**src/hw/rtl/cab_pkg.sv**
```systemverilog
`timescale 1ns / 1ps
// Shared types, codes and helpers for the constant-alpha pixel blend.
// Used by cab_src_scale, cab_dst_blend and the top level; depends on nothing.
package cab_pkg;

	localparam int unsigned ChanW = 8;
	localparam int unsigned ProdW = 2 * ChanW;

	// Source format codes. The undefined code is read as a 24-bit source.
	localparam logic [1:0] FMT_RGB565 = 2'd0;
	localparam logic [1:0] FMT_RGB24  = 2'd1;
	localparam logic [1:0] FMT_RGBA32 = 2'd2;
	localparam logic [1:0] FMT_UNDEF  = 2'd3;

	// Configuration register indexes.
	localparam logic [1:0] REG_CONST_ALPHA = 2'd0;
	localparam logic [1:0] REG_PIXEL_ALPHA = 2'd1;
	localparam logic [1:0] REG_SRC_FORMAT  = 2'd2;

	localparam logic [ChanW-1:0] CHAN_MAX = 8'hFF;

	typedef struct packed {
		logic [ChanW-1:0] const_alpha;
		logic             use_pixel_alpha;
		logic [1:0]       source_format;
	} cfg_t;

	// Stage advance enables, one per pipeline register.
	typedef struct packed {
		logic en_s1;
		logic en_s2;
		logic en_s3;
		logic en_s4;
	} pipe_en_t;

	// Item after the source has been scaled and the blend alpha chosen.
	typedef struct packed {
		logic [ChanW-1:0] src_r;
		logic [ChanW-1:0] src_g;
		logic [ChanW-1:0] src_b;
		logic [ChanW-1:0] src_a;
		logic [ChanW-1:0] inv_alpha;
		logic [ChanW-1:0] dst_r;
		logic [ChanW-1:0] dst_g;
		logic [ChanW-1:0] dst_b;
		logic             err;
	} mid_t;

	// Exact floor(x / 255) for any product of two bytes.
	function automatic logic [ChanW-1:0] div255(input logic [ProdW-1:0] x);
		logic [ProdW-1:0] t;
		t = x + {{ChanW{1'b0}}, x[ProdW-1:ChanW]} + {{(ProdW-1){1'b0}}, 1'b1};
		return t[ProdW-1:ChanW];
	endfunction

endpackage

```
**src/hw/rtl/cab_src_scale.sv**
```systemverilog
`timescale 1ns / 1ps
// Stages one and two: widen the source, scale it by the constant alpha and
// pick the blend alpha. Depends on cab_pkg.
module cab_src_scale (
	input  logic                           clk,
	input  cab_pkg::pipe_en_t              pen,
	input  cab_pkg::cfg_t                  cfg,
	input  logic [31:0]                    source_pixel,
	input  logic [23:0]                    dest_color,
	output cab_pkg::mid_t                  mid_s2
);

	logic [cab_pkg::ChanW-1:0] er, eg, eb;
	logic                      is32, err;

	logic [cab_pkg::ProdW-1:0] pr_s1, pg_s1, pb_s1, pa_s1;
	logic [cab_pkg::ChanW-1:0] ca_s1;
	logic                      is32_s1, upa_s1, err_s1;
	logic [23:0]               dest_s1;

	logic [cab_pkg::ChanW-1:0] sa, alpha;
	logic [cab_pkg::ProdW-1:0] ca_w;

	always_comb begin
		is32 = (cfg.source_format == cab_pkg::FMT_RGBA32);
		err  = cfg.use_pixel_alpha && !is32;
		ca_w = {{cab_pkg::ChanW{1'b0}}, cfg.const_alpha};
		if (cfg.source_format == cab_pkg::FMT_RGB565) begin
			er = {source_pixel[4:0], source_pixel[4:2]};
			eg = {source_pixel[10:5], source_pixel[10:9]};
			eb = {source_pixel[15:11], source_pixel[15:13]};
		end else begin
			er = source_pixel[7:0];
			eg = source_pixel[15:8];
			eb = source_pixel[23:16];
		end
	end

	always_ff @(posedge clk) begin
		if (pen.en_s1) begin
			pr_s1   <= {{cab_pkg::ChanW{1'b0}}, er} * ca_w;
			pg_s1   <= {{cab_pkg::ChanW{1'b0}}, eg} * ca_w;
			pb_s1   <= {{cab_pkg::ChanW{1'b0}}, eb} * ca_w;
			pa_s1   <= {{cab_pkg::ChanW{1'b0}}, source_pixel[31:24]} * ca_w;
			ca_s1   <= cfg.const_alpha;
			is32_s1 <= is32;
			upa_s1  <= cfg.use_pixel_alpha;
			err_s1  <= err;
			dest_s1 <= dest_color;
		end
	end

	always_comb begin
		sa    = is32_s1 ? cab_pkg::div255(pa_s1) : ca_s1;
		alpha = upa_s1 ? sa : ca_s1;
	end

	always_ff @(posedge clk) begin
		if (pen.en_s2) begin
			mid_s2.src_r     <= cab_pkg::div255(pr_s1);
			mid_s2.src_g     <= cab_pkg::div255(pg_s1);
			mid_s2.src_b     <= cab_pkg::div255(pb_s1);
			mid_s2.src_a     <= sa;
			mid_s2.inv_alpha <= cab_pkg::CHAN_MAX - alpha;
			mid_s2.dst_r     <= dest_s1[7:0];
			mid_s2.dst_g     <= dest_s1[15:8];
			mid_s2.dst_b     <= dest_s1[23:16];
			mid_s2.err       <= err_s1;
		end
	end

endmodule

```
**src/hw/rtl/cab_dst_blend.sv**
```systemverilog
`timescale 1ns / 1ps
// Stages three and four: scale the destination by the inverse alpha, add the
// scaled source and saturate. Depends on cab_pkg.
module cab_dst_blend (
	input  logic                      clk,
	input  cab_pkg::pipe_en_t         pen,
	input  cab_pkg::mid_t             mid_s2,
	output logic [cab_pkg::ChanW-1:0] red_s4,
	output logic [cab_pkg::ChanW-1:0] green_s4,
	output logic [cab_pkg::ChanW-1:0] blue_s4,
	output logic [cab_pkg::ChanW-1:0] alpha_s4,
	output logic                      err_s4
);

	logic [cab_pkg::ProdW-1:0] pr_s3, pg_s3, pb_s3;
	cab_pkg::mid_t             mid_s3;
	logic [cab_pkg::ProdW-1:0] inv_w;

	assign inv_w = {{cab_pkg::ChanW{1'b0}}, mid_s2.inv_alpha};

	always_ff @(posedge clk) begin
		if (pen.en_s3) begin
			pr_s3  <= {{cab_pkg::ChanW{1'b0}}, mid_s2.dst_r} * inv_w;
			pg_s3  <= {{cab_pkg::ChanW{1'b0}}, mid_s2.dst_g} * inv_w;
			pb_s3  <= {{cab_pkg::ChanW{1'b0}}, mid_s2.dst_b} * inv_w;
			mid_s3 <= mid_s2;
		end
	end

	function automatic logic [cab_pkg::ChanW-1:0] blend_chan(
		input logic [cab_pkg::ProdW-1:0] prod,
		input logic [cab_pkg::ChanW-1:0] src
	);
		logic [cab_pkg::ChanW:0] sum;
		sum = {1'b0, cab_pkg::div255(prod)} + {1'b0, src};
		return sum[cab_pkg::ChanW] ? cab_pkg::CHAN_MAX : sum[cab_pkg::ChanW-1:0];
	endfunction

	// A rejected setting passes the destination through with zero alpha.
	always_ff @(posedge clk) begin
		if (pen.en_s4) begin
			err_s4 <= mid_s3.err;
			if (mid_s3.err) begin
				red_s4   <= mid_s3.dst_r;
				green_s4 <= mid_s3.dst_g;
				blue_s4  <= mid_s3.dst_b;
				alpha_s4 <= '0;
			end else begin
				red_s4   <= blend_chan(pr_s3, mid_s3.src_r);
				green_s4 <= blend_chan(pg_s3, mid_s3.src_g);
				blue_s4  <= blend_chan(pb_s3, mid_s3.src_b);
				alpha_s4 <= mid_s3.src_a;
			end
		end
	end

endmodule

```
**src/hw/rtl/constant_alpha_pixel_blend_top.sv**
```systemverilog
`timescale 1ns / 1ps
// Constant-alpha source-over pixel blend, four register stages.
// An accepted item passes the s1, s2, s3 and s4 registers in turn, and
// its result is on m_tdata while the s4 output register holds it.
// Throughput: one item per cycle; every stage is fully pipelined, and the
// input stalls only once all four stages hold items the receiver refuses.
// Reset clears all valid bits and loads the registers with alpha 255,
// per-pixel alpha off and the 32-bit source format. Depends on cab_pkg.
module constant_alpha_pixel_blend_top (
	input  logic        clk,
	input  logic        arst_n,
	// Configuration write port.
	input  logic        cfg_we,
	input  logic [1:0]  cfg_index,
	input  logic [7:0]  cfg_data,
	// Input items.
	input  logic        s_tvalid,
	output logic        s_tready,
	input  logic [55:0] s_tdata,   // source_pixel [31:0], dest_color [55:32]
	// Result items.
	output logic        m_tvalid,
	input  logic        m_tready,
	output logic [31:0] m_tdata,   // out_red, out_green, out_blue, out_alpha
	output logic [0:0]  m_tuser    // setting_error
);

	cab_pkg::cfg_t     cfg_q;
	cab_pkg::pipe_en_t pen;
	cab_pkg::mid_t     mid_s2;

	logic v_s1, v_s2, v_s3, v_s4;
	logic [7:0] red_s4, green_s4, blue_s4, alpha_s4;
	logic       err_s4;

	// Configuration registers. Index three is outside the list and ignored.
	always_ff @(posedge clk or negedge arst_n) begin
		if (!arst_n) begin
			cfg_q.const_alpha     <= cab_pkg::CHAN_MAX;
			cfg_q.use_pixel_alpha <= 1'b0;
			cfg_q.source_format   <= cab_pkg::FMT_RGBA32;
		end else if (cfg_we) begin
			unique case (cfg_index)
				cab_pkg::REG_CONST_ALPHA: cfg_q.const_alpha     <= cfg_data;
				cab_pkg::REG_PIXEL_ALPHA: cfg_q.use_pixel_alpha <= cfg_data[0];
				cab_pkg::REG_SRC_FORMAT:  cfg_q.source_format   <= cfg_data[1:0];
				default: ;
			endcase
		end
	end

	// A stage loads when it is empty or when its content moves on. The last
	// stage is the output register, so an item is taken while a result waits
	// as long as some stage ahead of it has room.
	always_comb begin
		pen.en_s4 = !v_s4 || m_tready;
		pen.en_s3 = !v_s3 || pen.en_s4;
		pen.en_s2 = !v_s2 || pen.en_s3;
		pen.en_s1 = !v_s1 || pen.en_s2;
	end

	assign s_tready = pen.en_s1;

	always_ff @(posedge clk or negedge arst_n) begin
		if (!arst_n) begin
			v_s1 <= 1'b0;
			v_s2 <= 1'b0;
			v_s3 <= 1'b0;
			v_s4 <= 1'b0;
		end else begin
			if (pen.en_s1) v_s1 <= s_tvalid;
			if (pen.en_s2) v_s2 <= v_s1;
			if (pen.en_s3) v_s3 <= v_s2;
			if (pen.en_s4) v_s4 <= v_s3;
		end
	end

	cab_src_scale u_src (
		.clk          (clk),
		.pen          (pen),
		.cfg          (cfg_q),
		.source_pixel (s_tdata[31:0]),
		.dest_color   (s_tdata[55:32]),
		.mid_s2       (mid_s2)
	);

	cab_dst_blend u_dst (
		.clk      (clk),
		.pen      (pen),
		.mid_s2   (mid_s2),
		.red_s4   (red_s4),
		.green_s4 (green_s4),
		.blue_s4  (blue_s4),
		.alpha_s4 (alpha_s4),
		.err_s4   (err_s4)
	);

	assign m_tvalid   = v_s4;
	assign m_tdata    = {alpha_s4, blue_s4, green_s4, red_s4};
	assign m_tuser[0] = err_s4;

endmodule
```
**config.mk**
```make
export PLATFORM = sky130hd
export DESIGN_NAME = constant_alpha_pixel_blend_top
export DESIGN_NICKNAME = d
export VERILOG_FILES = /design/src/hw/rtl/cab_pkg.sv /design/src/hw/rtl/cab_src_scale.sv /design/src/hw/rtl/cab_dst_blend.sv /design/src/hw/rtl/constant_alpha_pixel_blend_top.sv
export SDC_FILE = /design/constraint.sdc
export NUM_CORES = 1
export LEC_CHECK = 0
export BUFFER_PORTS_ARGS = -buffer_cell sky130_fd_sc_hd__clkbuf_2
export CAP_MARGIN = 20
export CORE_ASPECT_RATIO = 0.6
export CORE_MARGIN = 2
export CORE_UTILIZATION = 60
export CTS_BUF_LIST = sky130_fd_sc_hd__clkbuf_16
export DETAILED_ROUTE_END_ITERATION = 7
export GPL_TIMING_DRIVEN = 0
export PLACE_DENSITY = 0.85
export SLEW_MARGIN = 0
export SYNTH_ARGS = -nofsm -noshare
export SYNTH_HDL_FRONTEND = slang
export SYNTH_HIERARCHICAL = 1
export SYNTH_SLANG_ARGS = --single-unit
```
**constraint.sdc**
```tcl
create_clock -name clk -period 5.4 [get_ports clk]
set_input_delay 0.27 -clock clk [delete_from_list [all_inputs] [get_ports clk]]
set_output_delay 0.27 -clock clk [all_outputs]
set_load 0.05 [all_outputs]
```
## Yosys cells after proc, flatten, opt, wreduce, memory -nomap -nowiden

Index checks and enable logic that the tools add are counted.

| storage, ports and cells | value |
|---|---|
| register bits | 317 |
| input port bits | 71 |
| output and inout bits | 35 |
| word-level logic and storage cells | 95 |

| operators by class | value |
|---|---|
| add/sub/neg operators | 18 |
| multiply operators | 7 |
| equal/unequal tests | 3 |
| mux-type cells | 11 |
| reductions and logical operators | 15 |

Operators by type and width:

| cell | count |
|---|---|
| $add 16x1->16 const B | 7 |
| $add 16x8->16 | 7 |
| $mul 8x8->16 | 7 |
| $mux 8 | 11 |
| $add 8x8->9 | 3 |
| $sub 8x8->8 const A | 1 |
| $reduce_and 2->1 | 3 |
| $logic_not 1->1 | 5 |
| $eq 2x2->1 const B | 2 |
| $logic_not 2->1 | 2 |
| $logic_or 1x1->1 | 4 |
| $eq 2x1->1 const B | 1 |
| $logic_and 1x1->1 | 1 |

## Longest topological paths before layout

| logic depth | value |
|---|---|
| word-level depth | 5 |
| gate-level depth with buffers | 20 |
| gate-level depth less buffers | 19 |

## Modules after synthesis

The synthesis kept the hierarchy.

Modules (own cells, without submodules):

| module | instances | cells an instance | area an instance (um^2) | seq. area each (um^2) |
|---|---|---|---|---|
| cab_src_scale | 1 | 1,389 | 14,951.8 | 4,924.7 |
| cab_dst_blend | 1 | 1,230 | 12,932.4 | 4,144.0 |
| constant_alpha_pixel_blend_top | 1 | 38 | 605.6 | 386.6 |

## Worst setup path after synthesis

Ideal clock, no wire load.

| timing | value |
|---|---|
| kind | register -> register |
| start point | reg v_s4 (netlist: m_tvalid) |
| end point | reg u_src/ca_s1[0] (netlist name), enable pin |
| library setup time | 1,551 ps |
| arrival | 4,044 ps |
| data required time | 3,849 ps |
| setup slack | -195 ps |
| stages on the path, launching flop included | 3 |
| path buffers | 0 |
| clock period less this slack | 5,595 ps |
| path through | dfrtp_1 -> nor2b_1 -> nand4_1 |

| on the way | value |
|---|---|
| cells in the longest elaborated chain, start to end | 5 |

Ends and longest elaborated chain:

| element | line | RTL |
|---|---|---|
| from (decl) | constant_alpha_pixel_blend_top.sv:31 | `logic v_s1, v_s2, v_s3, v_s4;` |
| from (signal assigned) | constant_alpha_pixel_blend_top.sv:73 | `if (pen.en_s4) v_s4 <= v_s3;` |
| $logic_not 1->1 | constant_alpha_pixel_blend_top.sv:55 | `pen.en_s4 = !v_s4 \|\| m_tready;` |
| $logic_or 1x1->1 | constant_alpha_pixel_blend_top.sv:55 |  |
| $logic_or 1x1->1 | constant_alpha_pixel_blend_top.sv:56 | `pen.en_s3 = !v_s3 \|\| pen.en_s4;` |
| $logic_or 1x1->1 | constant_alpha_pixel_blend_top.sv:57 | `pen.en_s2 = !v_s2 \|\| pen.en_s3;` |
| $logic_or 1x1->1 | constant_alpha_pixel_blend_top.sv:58 | `pen.en_s1 = !v_s1 \|\| pen.en_s2;` |
| named net s_tready | constant_alpha_pixel_blend_top.sv:18 | `output logic s_tready,` |
| to (signal assigned) | cab_src_scale.sv:45 | `ca_s1 <= cfg.const_alpha;` |
| to (decl) | cab_src_scale.sv:17 | `logic [cab_pkg::ChanW-1:0] ca_s1;` |

The timed path passes the listed nets, and every way through them passes these cells.
A chain may end at the register's enable or synchronous reset.

## Worst setup path after layout

| timing | value |
|---|---|
| start point | reg, netlist name u_src/mid_s2[29] |
| end point | reg u_dst/pb_s3[13] (netlist name) (data pin) |

| on the way | value |
|---|---|
| cells in the longest elaborated chain, start to end | 1 |

Ends and longest elaborated chain:

| element | line | RTL |
|---|---|---|
| $mul 8x8->16 | cab_dst_blend.sv:25 | `pb_s3 <= {{cab_pkg::ChanW{1'b0}}, mid_s2.dst_b} * inv_w;` |
| to (signal assigned) | cab_dst_blend.sv:25 |  |
| to (decl) | cab_dst_blend.sv:15 | `logic [cab_pkg::ProdW-1:0] pr_s3, pg_s3, pb_s3;` |

Every way passes these cells.

==> reports/results.tsv <==
metric	value	unit
via density per instance	5.81	
unrepaired setup endpoints after global routing	yes	
grt met1 use	0.405	
max-slew violation count	0	
clock tree root driver cell	sky130_fd_sc_hd__clkbuf_16	
via count of the first global-routing pass	21522	
Synth async-reset ratio	0.0473	
total number of vias	20325	
Cell Chain, Critical Path	clkbuf_1 > nand2_1 > fa_1 > fa_1 > inv_1 > fa_1 > inv_1 > fa_1 > inv_1 > ha_1 > a21o_1 > nand2_1 > a31oi_1 > or4_1 > o211ai_1	
number of standard cells in the final layout excluding fillers	3500	
largest clock skew in the final design	0.0285	ns
Yosys warning total	6	
Worst Min Path Start	cfg_we	
Post-synth EDFFs	302	
total wire length after detailed routing	69400	um
Final GP Congestion	0.937	
highest-utilization routing layer at the global route stage	met2	
DRC violation count after routing	0	
maximum level of the CTS H-tree	1	
slowest stage cell, crit path	sky130_fd_sc_hd__edfxtp_1	
number of detailed-route iterations in the first pass	5	
Gate Count Post-Synth	2657	
clock slew seen by the registers of the worst setup and hold paths	0.07	ns
worst slew margin relative to its limit	0.270	
growth of design area from synthesis to finish	10.9	%
CTS tree	yes	
Most common cell on crit path	sky130_fd_sc_hd__fa_1	
CP Capture Type	flop	
die outline height	173	um
count of pins on the block boundary	106	
critical path launch point type	flop	
total negative slack	0	ns
most frequent standard cell in the layout excluding fill and tap cells	sky130_fd_sc_hd__inv_1	
initial core utilization	0.612	
period utilization	0.980	
Die Wd	285	um
# Max-Cap Violations	0	
FMAX	0.189	GHz
GRT overflow	0	
DP HPWL	53900	um
placeable core region	46600	um^2
share of final-layout standard cells stronger than drive strength 1	0.0889	
Buf+Inv Stages, Crit Path	4	
longest individual stage delay on the worst path	0.68	ns
netlist area before placement	28500	um^2
largest driver fanout on the critical path	10	
#FFs+latches synth	317	
First DRT Iteration DRCs	1713	
Port-buffer cells	105	
routed length per instance	19.8	um
M3 GR Usage	0.0699	
proportion of synthesized chip area in sequential cells	0.332	
cts bufs inserted	28	
critical path's top delay family	adder cells	
startpoint of the worst register-to-register path	u_src/mid_s2[29]$_DFFE_PP_	
average footprint of a synthesized cell	10.7	um^2
type of the setup path with the least slack	reg -> reg	
number of nets with antenna violations after routing	0	
# nets final	3498	
clock period minus final worst setup slack	5.29	ns
Primary FF master, synth	sky130_fd_sc_hd__edfxtp_1	
Placed Cells incl. Taps	3409	
Final Hold Fails	0	
highest-count cells in the layout ignoring fill and taps	sky130_fd_sc_hd__inv_1, sky130_fd_sc_hd__ha_1, sky130_fd_sc_hd__edfxtp_1	
met2 Resource Use GR	0.443	
All-Layer GR Usage	0.287	
overall die area	49300	um^2
critical path startpoint	u_src/mid_s2[29]$_DFFE_PP_	
net count after synthesis	3308	
global-route wire length before repair	113000	um
final count of negative-setup-slack endpoints	0	
Worst Tran Pin Value	1.09	ns
clock latency reported for the late side of the worst-skew pair	0.59	ns
required time worst endpoint	5.80	ns
data arrival time at the worst-slack endpoint	5.69	ns
antenna violations before repair	2	
result of the run	completed	
post-synthesis cell type count	80	
class of the tightest hold or removal check	in -> reg	
number of core rows	61	
total number of clock tree sinks	317	
largest net degree at the start of global routing	35	
buffer depth of the longest clock path	3	
-- layer usage --
layer / share of wire / wire length, um
met4: 0.027 / 1860
met3: 0.095 / 6630
met1: 0.43 / 30100
met5: 0 / 0
met2: 0.44 / 30800
-- synthesized netlist by cell type (5+ instances only) --
library cell / number / area [um^2]
sky130_fd_sc_hd__nand3b_1: 7 / 52.6
sky130_fd_sc_hd__a31o_2: 5 / 43.8
sky130_fd_sc_hd__nor2b_1: 172 / 1080
sky130_fd_sc_hd__o31ai_1: 6 / 45.0
sky130_fd_sc_hd__o211ai_1: 17 / 128
sky130_fd_sc_hd__ha_1: 325 / 4070
sky130_fd_sc_hd__a31oi_1: 11 / 68.8
sky130_fd_sc_hd__xor2_1: 45 / 394
sky130_fd_sc_hd__a21o_1: 33 / 248
sky130_fd_sc_hd__mux2i_1: 9 / 90.1
sky130_fd_sc_hd__dfrtp_1: 6 / 150
sky130_fd_sc_hd__a21oi_1: 110 / 551
sky130_fd_sc_hd__o21ai_0: 60 / 300
sky130_fd_sc_hd__nand2_1: 148 / 556
sky130_fd_sc_hd__xnor2_1: 73 / 639
sky130_fd_sc_hd__nand3_1: 20 / 100
sky130_fd_sc_hd__a311oi_1: 7 / 61.3
sky130_fd_sc_hd__a21boi_0: 5 / 37.5
sky130_fd_sc_hd__inv_1: 380 / 1430
sky130_fd_sc_hd__dfstp_2: 9 / 236
sky130_fd_sc_hd__mux2_2: 14 / 158
sky130_fd_sc_hd__nor2_1: 97 / 364
sky130_fd_sc_hd__fa_1: 255 / 5100
sky130_fd_sc_hd__o21a_1: 23 / 173
sky130_fd_sc_hd__o2111ai_1: 6 / 52.6
sky130_fd_sc_hd__o31a_1: 6 / 52.6
sky130_fd_sc_hd__a211o_1: 7 / 61.3
sky130_fd_sc_hd__a211oi_1: 16 / 120
sky130_fd_sc_hd__nand2b_1: 46 / 288
sky130_fd_sc_hd__clkbuf_1: 54 / 203
sky130_fd_sc_hd__nor3_1: 40 / 200
sky130_fd_sc_hd__and3_1: 20 / 125
sky130_fd_sc_hd__edfxtp_1: 302 / 9070
sky130_fd_sc_hd__nand4_1: 16 / 100
sky130_fd_sc_hd__and2_1: 232 / 1450
-- worst register-to-register path, cell delays in order (launching register included) --
cell and delay, ns:
sky130_fd_sc_hd__edfxtp_1 0.68, sky130_fd_sc_hd__clkbuf_1 0.61, sky130_fd_sc_hd__nand2_1 0.18, sky130_fd_sc_hd__fa_1 0.54
sky130_fd_sc_hd__fa_1 0.50, sky130_fd_sc_hd__inv_1 0.06, sky130_fd_sc_hd__fa_1 0.53, sky130_fd_sc_hd__inv_1 0.06
sky130_fd_sc_hd__fa_1 0.53, sky130_fd_sc_hd__inv_1 0.04, sky130_fd_sc_hd__ha_1 0.36, sky130_fd_sc_hd__a21o_1 0.18
sky130_fd_sc_hd__nand2_1 0.08, sky130_fd_sc_hd__a31oi_1 0.15, sky130_fd_sc_hd__or4_1 0.50, sky130_fd_sc_hd__o211ai_1 0.11
-- final timing paths --
check | end | slack (ns) | cells after the start
setup / recovery | u_dst/pb_s3[13]$_DFFE_PP_ | 0.11 | 15
hold / removal | cfg_q[2]$_DFFE_PN0P_ | 0.10 | 3
setup reg to reg | u_dst/pb_s3[13]$_DFFE_PP_ | 0.11 | 15
hold reg to reg | u_dst/mid_s3[42]$_DFFE_PP_ | 0.41 | 0
max in group asynchronous | cfg_q[7]$_DFFE_PN1P_ | 4.84 | 2
min in group asynchronous | v_s1$_DFFE_PN0P_ | 0.18 | 2
-- through the flow --
| step | utilization | setup WS [ns] | hold WS [ns] | area, um^2 |
|---|---|---|---|---|
| finish | 0.679 | 0.108 | 0.101 | 31600 |
| global route | 0.679 | -0.121 | 0.0887 | 31600 |
| CTS | 0.676 | 0.00836 | 0.0700 | 31500 |
| detailed placement | 0.646 | -0.627 | 0.231 | 30100 |
| global placement | 0.640 | -0.833 | 0.221 | 29800 |
| floorplan | - | -0.000802 | -0.0256 | 28500 |
-- flip-flops by register name, summed over array words and instances (netlist names), 8 cells and up --
register,flops
cfg_q,11
u_dst/alpha_s4,8
u_dst/blue_s4,8
u_dst/green_s4,8
u_dst/mid_s3,57
u_dst/pb_s3,16
u_dst/pg_s3,16
u_dst/pr_s3,16
u_dst/red_s4,8
u_src/ca_s1,8
u_src/dest_s1,24
u_src/mid_s2,65
u_src/pa_s1,16
u_src/pb_s1,16
u_src/pg_s1,16
u_src/pr_s1,16
-- cell type report --
type	count	area (um^2)
antenna	1	2.50
buffer	54	228
clock buffer	28	701
clock inverter	24	225
fill	3332	15000
inverter	380	1430
multi-input combinational	1906	17600
sequential	317	9460
tap	630	788
timing repair buffer	160	1170
-- cell families (layout without fill, tap and decap cells) --
kind of cell | after synthesis | count (layout) | synth area share
compound gates | 353 | 353 | 0.0827
xor+xnor | 118 | 118 | 0.0363
fa+ha+maj | 580 | 580 | 0.322
buf+inv | 434 | 646 | 0.0572
flops | 317 | 317 | 0.332
mux | 23 | 23 | 0.00870
other cells | 0 | 1 | 0
simple gates | 832 | 832 | 0.161
-- timing repair --
action | 4_1_cts | 5_1_grt
pin swaps | 0 | 1
gates resized for setup | 27 | 34
endpoints found under the setup margin | 23 | 21
hold endpoints to repair | 51 | 0
hold buffers | 34 | 0
buffers inserted | 4 | 0
Power is left out: the tool's default activity adds up to more than one toggle a clock period on the data nets, which glitch-free logic cannot reach.
